$ cat config.mk
export PLATFORM = sky130hd
export DESIGN_NAME = mptp_ram
export DESIGN_NICKNAME = d
export VERILOG_FILES = /design/src/hdl/mptp_ram.sv
export SDC_FILE = /design/constraint.sdc
export NUM_CORES = 1
export LEC_CHECK = 0
export BUFFER_PORTS_ARGS = -buffer_cell sky130_fd_sc_hd__buf_4
export CAP_MARGIN = 30
export CORE_MARGIN = 10
export CORE_UTILIZATION = 60
export DETAILED_ROUTE_END_ITERATION = 16
export PLACE_DENSITY = 0.76
export SETUP_SLACK_MARGIN = 0.4
export SLEW_MARGIN = 10
export SYNTH_ARGS = -nofsm -noshare
export SYNTH_HDL_FRONTEND = slang
export SYNTH_SLANG_ARGS = --single-unit
$ cat constraint.sdc
create_clock -name clk -period 4.3 [get_ports clk]
set_clock_uncertainty 0.05 [all_clocks]
set_input_delay 0.86 -clock clk [delete_from_list [all_inputs] [get_ports clk]]
set_output_delay 0.86 -clock clk [all_outputs]
set_load 0.005 [all_outputs]
$ cat src/hdl/mptp_ram.sv
// generic single write port ram with registered read
// no dependencies
module mptp_ram #(
  parameter int W = 8,
  parameter int D = 64
) (
  input  logic                 clk,
  input  logic                 we,
  input  logic [$clog2(D)-1:0] waddr,
  input  logic [W-1:0]         wdata,
  input  logic                 re,
  input  logic [$clog2(D)-1:0] raddr,
  output logic [W-1:0]         rdata
);
  logic [W-1:0] mem [D];

  always_ff @(posedge clk) begin
    if (we) begin
      mem[waddr] <= wdata;
    end
    if (re) begin
      rdata <= mem[raddr];
    end
  end
endmodule

Word level (Yosys, flattened, before mapping) --
Memories as Yosys holds them, arrays and structs flattened. A register that Yosys moved wholly into a read port is not among the register bits. Cells that the tools add are included.
Storage, ports and cells: memories kept 1, bits in writable memories 512, bits in registers 0, bits of input ports 23, word-level logic and storage cells 3
Cells by class: mux-type cells 2
Memory list:
- mem | depth 64, width 8, read ports 1, clocked after Yosys merged registers in 1, wr ports 1, line 15 | logic [W-1:0] mem [D];
Operators with widths (count):
- 1-bit two-way mux | 2

Depth between registers and ports, before layout --
Gate-level depths: netlist (run 1).
word-level depth 2, depth in mapped cells 9, depth with buffers taken out 5

Worst setup path before layout (run 1) --
OpenSTA, ideal clock, no wires.
path type input -> register, from input raddr[1], to register rdata[3] (read register of mem) (data pin), path buffers 3, path slack 1.584 ns, stages on the path 7, required time 3.984 ns, arrival time 2.400 ns, path through buf_4 buf_2 buf_2 mux4_2 mux4_2 o21ai_1 o41ai_1
RTL lines:
- from (decl) | line 12 | input logic [$clog2(D)-1:0] raddr,
- to (decl) | line 13 | output logic [W-1:0] rdata

==> impl_results.md, run 1 <==
- Initial Util: 0.605
- Post-Syn Nets: between 900 and 1000
- Syn Area/Cell: around 22 µm²
- Slowest CP cell: buf_4
- Post-synth EDFFs: 520
- Worst reg-to-reg setup slack: approximately 2 ns
- Die height: approximately 200 µm
- Post-synthesis instance total: 940
- Global-route wire length before repair: around 64000 µm
- Area growth syn-to-layout: 10.6%
- Share of post-route cells with drive strength above 1: 0.245
- Final core utilization: 0.669
- FILL cells: a little over 2000
- CP Data Arrival Time: ~3.2 ns
- Horiz. Die Dim: 204 µm
- Tmin final: about 3 ns
- Gpl congestion: 0.818
- Leak Pwr: between 6 and 7 nW
- Slew Limit Fails: 0
- RSZ-0062 raised after global routing: false
- CP Capture Point: rdata[2]$_DFFE_PP_
- Drt first pass iters: 6
- CTS Hold Buffers Added: 0
- Remaining DRCs: 0
- Final Net Count: 1007
- Seq/Total Area, Yosys: 0.771
- Worst-path cell chain: buf_4 > buf_4 > mux4_2 > mux4_2 > nor2_1 > nor3_1 > o2bb2ai_1
- Total negative slack: 0 ns
- Max_slew headroom: 0.326
- Unique cell type count in the Yosys netlist: 39
- CTS tree: done
- Vias in the first global route: roughly 10000
- Grt peak-use layer: met2
- Largest net degree at the start of global routing: 65
- Initial antenna violation count: 2
- Cts repair resizes: 0
- Slew @ Worst Pin: about 1 ns
- Synth warn: 0
- Achievable Freq: around 0.34 GHz
- Finish-stage setup viols: 0
- GR Util met2: 0.322
- Cts bufs inserted: 49
- Syn Std Cell Area: approximately 20000 µm²
- Clk slew on worst S/H paths: ~0.060 ns
- Placed Cells: roughly 1400
- Worst-case clock buffer depth: 3
- Worst setup EP type: flip-flop
- Crit-path max FO: 42
- Drt via density: between 6 and 7
- Worst Setup SP: raddr[1]
- WL/cell: 29.0 µm
- DP Wirelength: roughly 26000 µm
- Die ar.: approximately 41000 µm²
- Postcts setup bufs: 0
- Yosys reg bits: between 500 and 600
- Grt ovf: 0
- MaxCap Viol Count: 0
- Wirelength, routed: approximately 43000 µm
- Max stage delay on crit path: 0.51 ns
- Worst VDD drop: roughly 0.32 mV
- Status: complete, no violations
- Post-DRT Antenna Nets: 0
- Skew-Pair Late Insertion Delay: around 0.56 ns
- Data required, critical path: ~4.6 ns
- Post-synth ARST share: 0
- Met3 usage: 0.0473
- Root Driver: clkbuf_16
- Ys flop type: edfxtp_1
- Critical path launch point type: input pin
- Power, Total: 10.3 mW
- Detailed router's first-iteration violation count: around 1300
- HP Class: in -> reg
- Reg2reg start: mem[29][4]$_DFFE_PP_
- Htree depth: 2
- IO Count: 31
- Crit share post-route: 0.692
- Num rows: 67
- Met1 usage: 0.296
- Core area: approximately 33000 µm²
- PwrDens: between 400 and 500 nW/µm²
- Final hold slack: 0.577 ns
- CP Class: in -> reg
- Final Hold Fails: 0
- Worst Reg2Reg Path Length in Cells: 5
- Reg2reg end: rdata[4]$_DFFE_PP_
- Vias post-DR: around 9700
- Count of non-filler cells in the finished layout: between 1000 and 1500
- Port Buf Inserts: 30
- Total Routing Usage GR: 0.209
- CTS Sinks: 520
==> area by class of cell <==
cell class	count	area, µm²	area share
diodes	1	2.50	0.000112
clock buffers	61	1310	0.0587
clock inverters	30	210	0.00939
multi-input cells	369	4320	0.193
flip-flops and latches	520	15600	0.697
well taps	448	561	0.0250
repair buffers	44	374	0.0167
==> where the power goes <==
group | switching, mW | internal (mW)
sequential | 0.0178 | 5.62
clock | 1.78 | 2.34
combinational | 0.307 | 0.195
==> worst min path at each step <==
stage,start,cells past startpoint,endpoint,slack [ns]
5_1_grt,re,1,rdata[3]$_DFFE_PP_,0.56
4_1_cts,re,1,rdata[3]$_DFFE_PP_,0.56
3_5_place_dp,mem[35][2]$_DFFE_PP_,4,rdata[2]$_DFFE_PP_,0.89
6_report,re,1,rdata[3]$_DFFE_PP_,0.58
3_3_place_gp,mem[31][6]$_DFFE_PP_,3,rdata[6]$_DFFE_PP_,0.86
2_1_floorplan,mem[34][0]$_DFFE_PP_,4,rdata[0]$_DFFE_PP_,0.75
==> logic make-up after synthesis <==
group,synth area share
flip-flops,0.771
AND/OR/NAND/NOR,0.0337
AO/OA/AOI/OAI,0.0206
multiplexers,0.159
buffers and inverters,0.0156
==> flip-flops by register name, summed over array words and instances, names as in the netlist <==
signal / count
rdata: 8
mem: 512
==> through the flow <==
stage / worst slack (ns) / cell area (µm²)
final: 1.32 / 22400
after global routing: 1.22 / 22400
after CTS: 1.29 / 22400
after detailed placement: 0.731 / 20900
after global placement: 0.778 / 20900
after floorplan: 1.58 / 20200
==> critical path, delay by kind of cell <==
kind                   cells  cell delay [ns]
multiplexers               2             0.84
AO/OA/AOI/OAI              1             0.15
AND/OR/NAND/NOR            2             0.39
buffers and inverters      2             0.96
==> layout by cell type, fill, tap and decap left out, types with 2 or more instances in the layout <==
cell	instances
mux2_2	13
nor3_1	7
nor4_1	2
buf_4	40
o2111ai_1	3
o221ai_1	8
nand2b_1	7
clkinv_1	15
a221oi_1	6
nor2_1	83
a22oi_1	3
nand4_1	2
a211oi_1	4
nand2_1	19
o2bb2ai_1	3
nand3b_1	3
o41ai_1	2
clkinv_2	11
o21ai_1	2
o21ai_0	2
o221a_2	2
edfxtp_1	520
mux4_2	126
clkbuf_16	51
a21oi_1	3
clkbuf_1	10
buf_12	3
o22ai_1	8
mux2i_1	23
o21a_1	2
a2111oi_0	2
bufinv_16	3
nand3_1	13
nor2b_1	14
o32ai_1	2
==> per-layer routing <==
layer	up-vias	wire length (µm)
met4	2	1100
met3	82	4170
li1	4031	-
met5	-	10
met1	5026	17000
met2	550	20500
==> cells in the mapped netlist (all sizes together) (4+ instances only) <==
cell type	n	area [µm²]
edfxtp	520	15600
mux4	126	2840
nor2	83	312
buf	34	253
mux2i	23	230
nand2	19	71.3
clkbuf	17	63.8
nor2b	14	87.6
mux2	13	146
nand3	13	65.1
o221ai	8	70.1
o22ai	8	50.1
nand2b	7	43.8
nor3	7	35.0
a221oi	6	52.6
a211oi	4	30.0
o21ai	4	20.0
Power figures use the tool's default switching activity.
==> inputs of run 2 (changes only) <==
clock period = 2.95 ns   (was 4.3 ns; I/O delays follow)
==> run 2 against run 1 <==
  * Combinational power up 57%
  * Die area unchanged
  * Critical endpoint is now rdata[7]$_DFFE_PP_
  * Largest cell class unchanged
  * Sequential share of layout area down 2.2 points
  * Power up 46%
  * Clock power up 45%
==> impl_results.md, run 2 (synthesized netlist as in run 1, its figures left out) <==
- HP Class: in -> reg
- Slew Limit Fails: 0 (unchanged)
- MaxCap Viol Count: 0 (unchanged)
- Core area: 33400 µm² (unchanged)
- WL/cell: 27.7 µm (-4.4%)
- PwrDens: 647 nW/µm² (+41%)
- Drt via density: 6.46 (-1.9%)
- Die ar.: 41500 µm² (unchanged)
- Global-route wire length before repair: 65500 µm (+2.3%)
- Max_slew headroom: 0.374 (+0.0478)
- Final core utilization: 0.692 (+0.0221)
- CTS tree: done
- Area growth syn-to-layout: 14.2%
- Remaining DRCs: 0 (unchanged)
- Crit share post-route: 0.805
- CP Data Arrival Time: 2.61 ns (-0.62 ns)
- Most common cell after layout, fill and taps aside: edfxtp_1
- FILL cells: 1964 (-4.2%)
- IO Count: 31 (unchanged)
- Htree depth: 2 (unchanged)
- Total negative slack: 0 ns (unchanged)
- Num rows: 67 (unchanged)
- Tmin final: approximately 2.4 ns
- Initial Util: 0.605 (unchanged)
- Clk slew on worst S/H paths: 0.06 ns (about the same)
- Root Driver: clkbuf_16
- Largest net degree at the start of global routing: 65 (unchanged)
- Status: complete, no violations
- Vias post-DR: 10100 (+3.8%)
- Critical path launch point type: input pin
- Horiz. Die Dim: 204 µm (unchanged)
- Port Buf Inserts: 30 (unchanged)
- Gpl congestion: 0.864 (+5.6%)
- CTS Hold Buffers Added: 0 (unchanged)
- Detailed router's first-iteration violation count: 1206 (-9.2%)
- Ant diodes: 0 (-1)
- Worst VDD drop: 0.533 mV (+67%)
- Wirelength, routed: 43200 µm (+1.1%)
- Slew @ Worst Pin: 0.936 ns (-0.0714 ns)
- Leak Pwr: 7.44 nW (+7.2%)
- Total Routing Usage GR: 0.213 (+0.00389)
- Data required, critical path: 3.19 ns (-1.36 ns)
- Post-DRT Antenna Nets: 0 (unchanged)
- Achievable Freq: ~0.42 GHz
- Skew-Pair Late Insertion Delay: 0.57 ns (about the same)
- Cts bufs inserted: 50 (+2.0%)
- Worst setup EP type: flip-flop
- Final Hold Fails: 0 (unchanged)
- Most flops, register: mem
- Cts repair resizes: 0 (unchanged)
- CTS Sinks: 520 (unchanged)
- Worst-case clock buffer depth: 3 (unchanged)
- CP Class: in -> reg
- DP Wirelength: 27200 µm (+6.2%)
- Largest register FFs: 512 (unchanged)
- Drt first pass iters: 5 (-1)
- Vias in the first global route: 10300 (+5.1%)
- Top Registers: mem x512, rdata x8
- Final Net Count: 1102 (+9.4%)
- Grt ovf: 0 (unchanged)
- Crit-path max FO: 17 (-60%)
- Initial antenna violation count: 0 (-2)
- Postcts setup bufs: 0 (unchanged)
- Die height: 204 µm (unchanged)
- Share of post-route cells with drive strength above 1: 0.307 (+0.0621)
- RSZ-0062 raised after global routing: false
- Finish-stage setup viols: 0 (unchanged)
- Commonest non-fill, non-tap cells in the layout: edfxtp_1, buf_4, mux4_2, nor2_1, clkbuf_16
run 2: final cells by class:
cell class	count	area (µm²)	area share
multi-input combinational	369	4320	0.187
clock buffer	69	1390	0.0599
clock inverter	14	124	0.00536
timing repair buffer	138	1130	0.0488
sequential	520	15600	0.675
tap	448	561	0.0242
run 2: path summary, 6_finish.rpt:
check,start,end,slack (ns),cells after the start
setup / recovery,raddr[1],rdata[7]$_DFFE_PP_,0.58,7
hold / removal,re,rdata[7]$_DFFE_PP_,0.32,1
setup reg to reg,mem[55][7]$_DFFE_PP_,rdata[7]$_DFFE_PP_,0.68,4
hold reg to reg,mem[31][6]$_DFFE_PP_,rdata[6]$_DFFE_PP_,0.91,3
run 2: worst max-delay path: stages:
cell	delay (ns)
buf_4	0.26
buf_12	0.20
buf_4	0.17
mux4_2	0.32
mux4_2	0.50
o21ai_0	0.43
nand2_1	0.13
run 2: power breakdown:
part | switching (mW) | internal [mW] | total (mW) | leakage, nW
sequential | 0.0204 | 8.20 | 8.22 | 4.69
clock | 2.53 | 3.44 | 5.96 | 0.738
combinational | 0.462 | 0.324 | 0.786 | 2.02
total | 3.01 | 12.0 | 15.0 | 7.44
run 2: metrics by stage:
stage | worst slack, ns | instances | power [mW] | cell area, µm² | hold slack (ns)
3_5_place_dp | -0.0279 | 1475 | 9.16 | 21600 | 0.880
3_3_place_gp | -0.0260 | 1475 | 9.14 | 21600 | 0.862
4_1_cts | 0.599 | 1558 | 15.0 | 23100 | 0.281
6_report | 0.576 | 1558 | 15.0 | 23100 | 0.319
2_1_floorplan | 0.504 | 940 | 8.80 | 20200 | 0.639
5_1_grt | 0.530 | 1558 | 15.4 | 23100 | 0.301
run 2: routing by layer:
metal | part of all wire | global-route usage | vias to the layer above
li1 | - | - | 4208
met1 | 0.40 | 0.308 | 5184
met2 | 0.47 | 0.322 | 568
met3 | 0.092 | 0.0335 | 97
met4 | 0.035 | 0.0845 | 0
met5 | 0 | 0 | -
==> inputs of run 3 (changes only) <==
CORE_UTILIZATION = 56   (was 60)
PLACE_DENSITY = 0.75   (was 0.76)
clock period = 2.1 ns   (was 2.95 ns; I/O delays follow)
==> run 3 against run 2 <==
  * Register-to-register slack worse by 0.65 ns
  * Core utilization shrank 2.2 points
  * Global-route usage down 0.45 points
  * Largest cell class unchanged
==> impl_results.md, run 3 (synthesized netlist as in run 1, its figures left out) <==
- Drt first pass iters: 4 (-1)
- Slowest CP cell: mux4_2
- Power, Total: 21.3 mW (+43%)
- Most flops, register: mem
- Count of non-filler cells in the finished layout: 1561 (+0.19%)
- Vias post-DR: 9846 (-2.1%)
- Initial antenna violation count: 0 (unchanged)
- Die height: 210 µm (+3.2%)
- Wirelength, routed: 44800 µm (+3.6%)
- Most common cell after layout, fill and taps aside: edfxtp_1
- Root Driver: clkbuf_16
- Vias in the first global route: 10300 (+0.69%)
- Remaining DRCs: 0 (unchanged)
- Clk slew on worst S/H paths: 0.06 ns (about the same)
- Cts bufs inserted: 51 (+2.0%)
- Final Net Count: 1086 (-1.5%)
- Largest net degree at the start of global routing: 65 (unchanged)
- DP Wirelength: 28200 µm (+3.8%)
- Tmin final: ~2.1 ns
- Final Hold Fails: 0 (unchanged)
- Htree depth: 2 (unchanged)
- Grt ovf: 0 (unchanged)
- CTS tree: done
- Final core utilization: 0.670 (-0.0216)
- Worst-path cell chain: mux4_2 > mux4_2 > nor2_4 > nor3_1 > o2bb2ai_1
- Global-route wire length before repair: 67800 µm (+3.5%)
- Max_slew headroom: 0.511 (+0.138)
- Initial Util: 0.568 (-0.0375)
- Crit share post-route: 0.984
- Worst setup margin: 0.0345 ns (-0.541 ns)
- Top cell by count, worst path: mux4_2
- RSZ-0062 raised after global routing: true
- Critical path launch point type: flip-flop
- Ant diodes: 0 (unchanged)
- CP Data Arrival Time: 2.35 ns (-0.26 ns)
- Drt via density: 6.31 (-2.3%)
- Slew @ Worst Pin: 0.733 ns (-0.203 ns)
- Achievable Freq: between 0.4 and 0.5 GHz
- Status: complete, no violations
- Postcts setup bufs: 0 (unchanged)
- Horiz. Die Dim: 210 µm (+3.2%)
- Max stage delay on crit path: 0.53 ns (+0.03 ns)
- Pre-CTS setup slack: -0.794 ns (-0.766 ns)
- Detailed router's first-iteration violation count: 989 (-18%)
- Core area: 35700 µm² (+6.6%)
- Worst setup EP type: flip-flop
- HP Class: in -> reg
- CTS Sinks: 520 (unchanged)
- Slew Limit Fails: 0 (unchanged)
- Commonest non-fill, non-tap cells in the layout: edfxtp_1, mux4_2, buf_4, nor2_4, clkbuf_16
- PwrDens: 894 nW/µm² (+38%)
- CP Class: reg -> reg
- Post-DRT Antenna Nets: 0 (unchanged)
- Gpl congestion: 0.891 (+3.0%)
- WL/cell: 28.7 µm (+3.4%)
- Die ar.: 44200 µm² (+6.4%)
- MaxCap Viol Count: 0 (unchanged)
- Leak Pwr: 7.48 nW (+0.47%)
- Share of post-route cells with drive strength above 1: 0.379 (+0.0719)
- Largest register FFs: 512 (unchanged)
- Worst VDD drop: 0.651 mV (+22%)
- Data required, critical path: 2.38 ns (-0.81 ns)
- Num rows: 69 (+3.0%)
- Area growth syn-to-layout: 18.0%
- Finish-stage setup viols: 0 (unchanged)
- Top Registers: mem x512, rdata x8
- Placed Cells: 1470 (-0.34%)
- Total Routing Usage GR: 0.208 (-0.00448)
- Worst-case clock buffer depth: 3 (unchanged)
- Crit-path max FO: 1 (-16)
- Port Buf Inserts: 30 (unchanged)
- IO Count: 31 (unchanged)
- Skew-Pair Late Insertion Delay: 0.58 ns (about the same)
- Final hold slack: 0.141 ns (-0.178 ns)
-- run 3: worst paths after layout --
kind | start | end | slack [ns] | cells after the start
setup / recovery | mem[15][0]$_DFFE_PP_ | rdata[0]$_DFFE_PP_ | 0.03 | 5
hold / removal | re | rdata[1]$_DFFE_PP_ | 0.14 | 1
setup reg to reg | mem[15][0]$_DFFE_PP_ | rdata[0]$_DFFE_PP_ | 0.03 | 5
hold reg to reg | mem[26][6]$_DFFE_PP_ | rdata[6]$_DFFE_PP_ | 0.84 | 3
-- run 3: final cells by class --
type	instances	area (µm²)
flip-flops and latches	520	15600
fillers	2196	11800
multi-input cells	369	4990
clock buffers	65	1370
repair buffers	121	1170
well taps	461	577
clock inverters	25	163
-- run 3: metal layers --
| metal | vias to the layer above | wire length [µm] | track usage |
|---|---|---|---|
| li1 | 4186 | - | - |
| met1 | 5198 | 18000 | 0.286 |
| met2 | 390 | 22100 | 0.335 |
| met3 | 72 | 3610 | 0.0445 |
| met4 | 0 | 1120 | 0.0570 |
| met5 | - | 0 | 0 |
-- run 3: what timing repair did --
item                                    CTS  global route
endpoints found under the setup margin   13            13
cloned                                    1             0
hold buffers                              0             0
resized for setup                        35             4
pin swaps                                 6             0
-- run 3: through the flow --
stage / instance area, µm² / setup TNS (ns)
CTS: 23900 / 0
finish: 23900 / 0
detailed placement: 22100 / -4.51
global route: 23900 / -0.0370
global placement: 22100 / -4.56
floorplan: 20900 / -0.401
-- run 3: critical path, delay by kind of cell, from the launching register on --
family | cells | cell delay, ns
compound gates | 1 | 0.15
simple gates | 2 | 0.22
mux | 2 | 1.02
flops | 1 | 0.37
-- run 3: power breakdown --
| part | switching, mW | total, mW | internal (mW) |
|---|---|---|---|
| sequential | 0.0365 | 11.5 | 11.5 |
| combinational | 0.747 | 1.30 | 0.548 |
| clock | 3.68 | 8.50 | 4.82 |
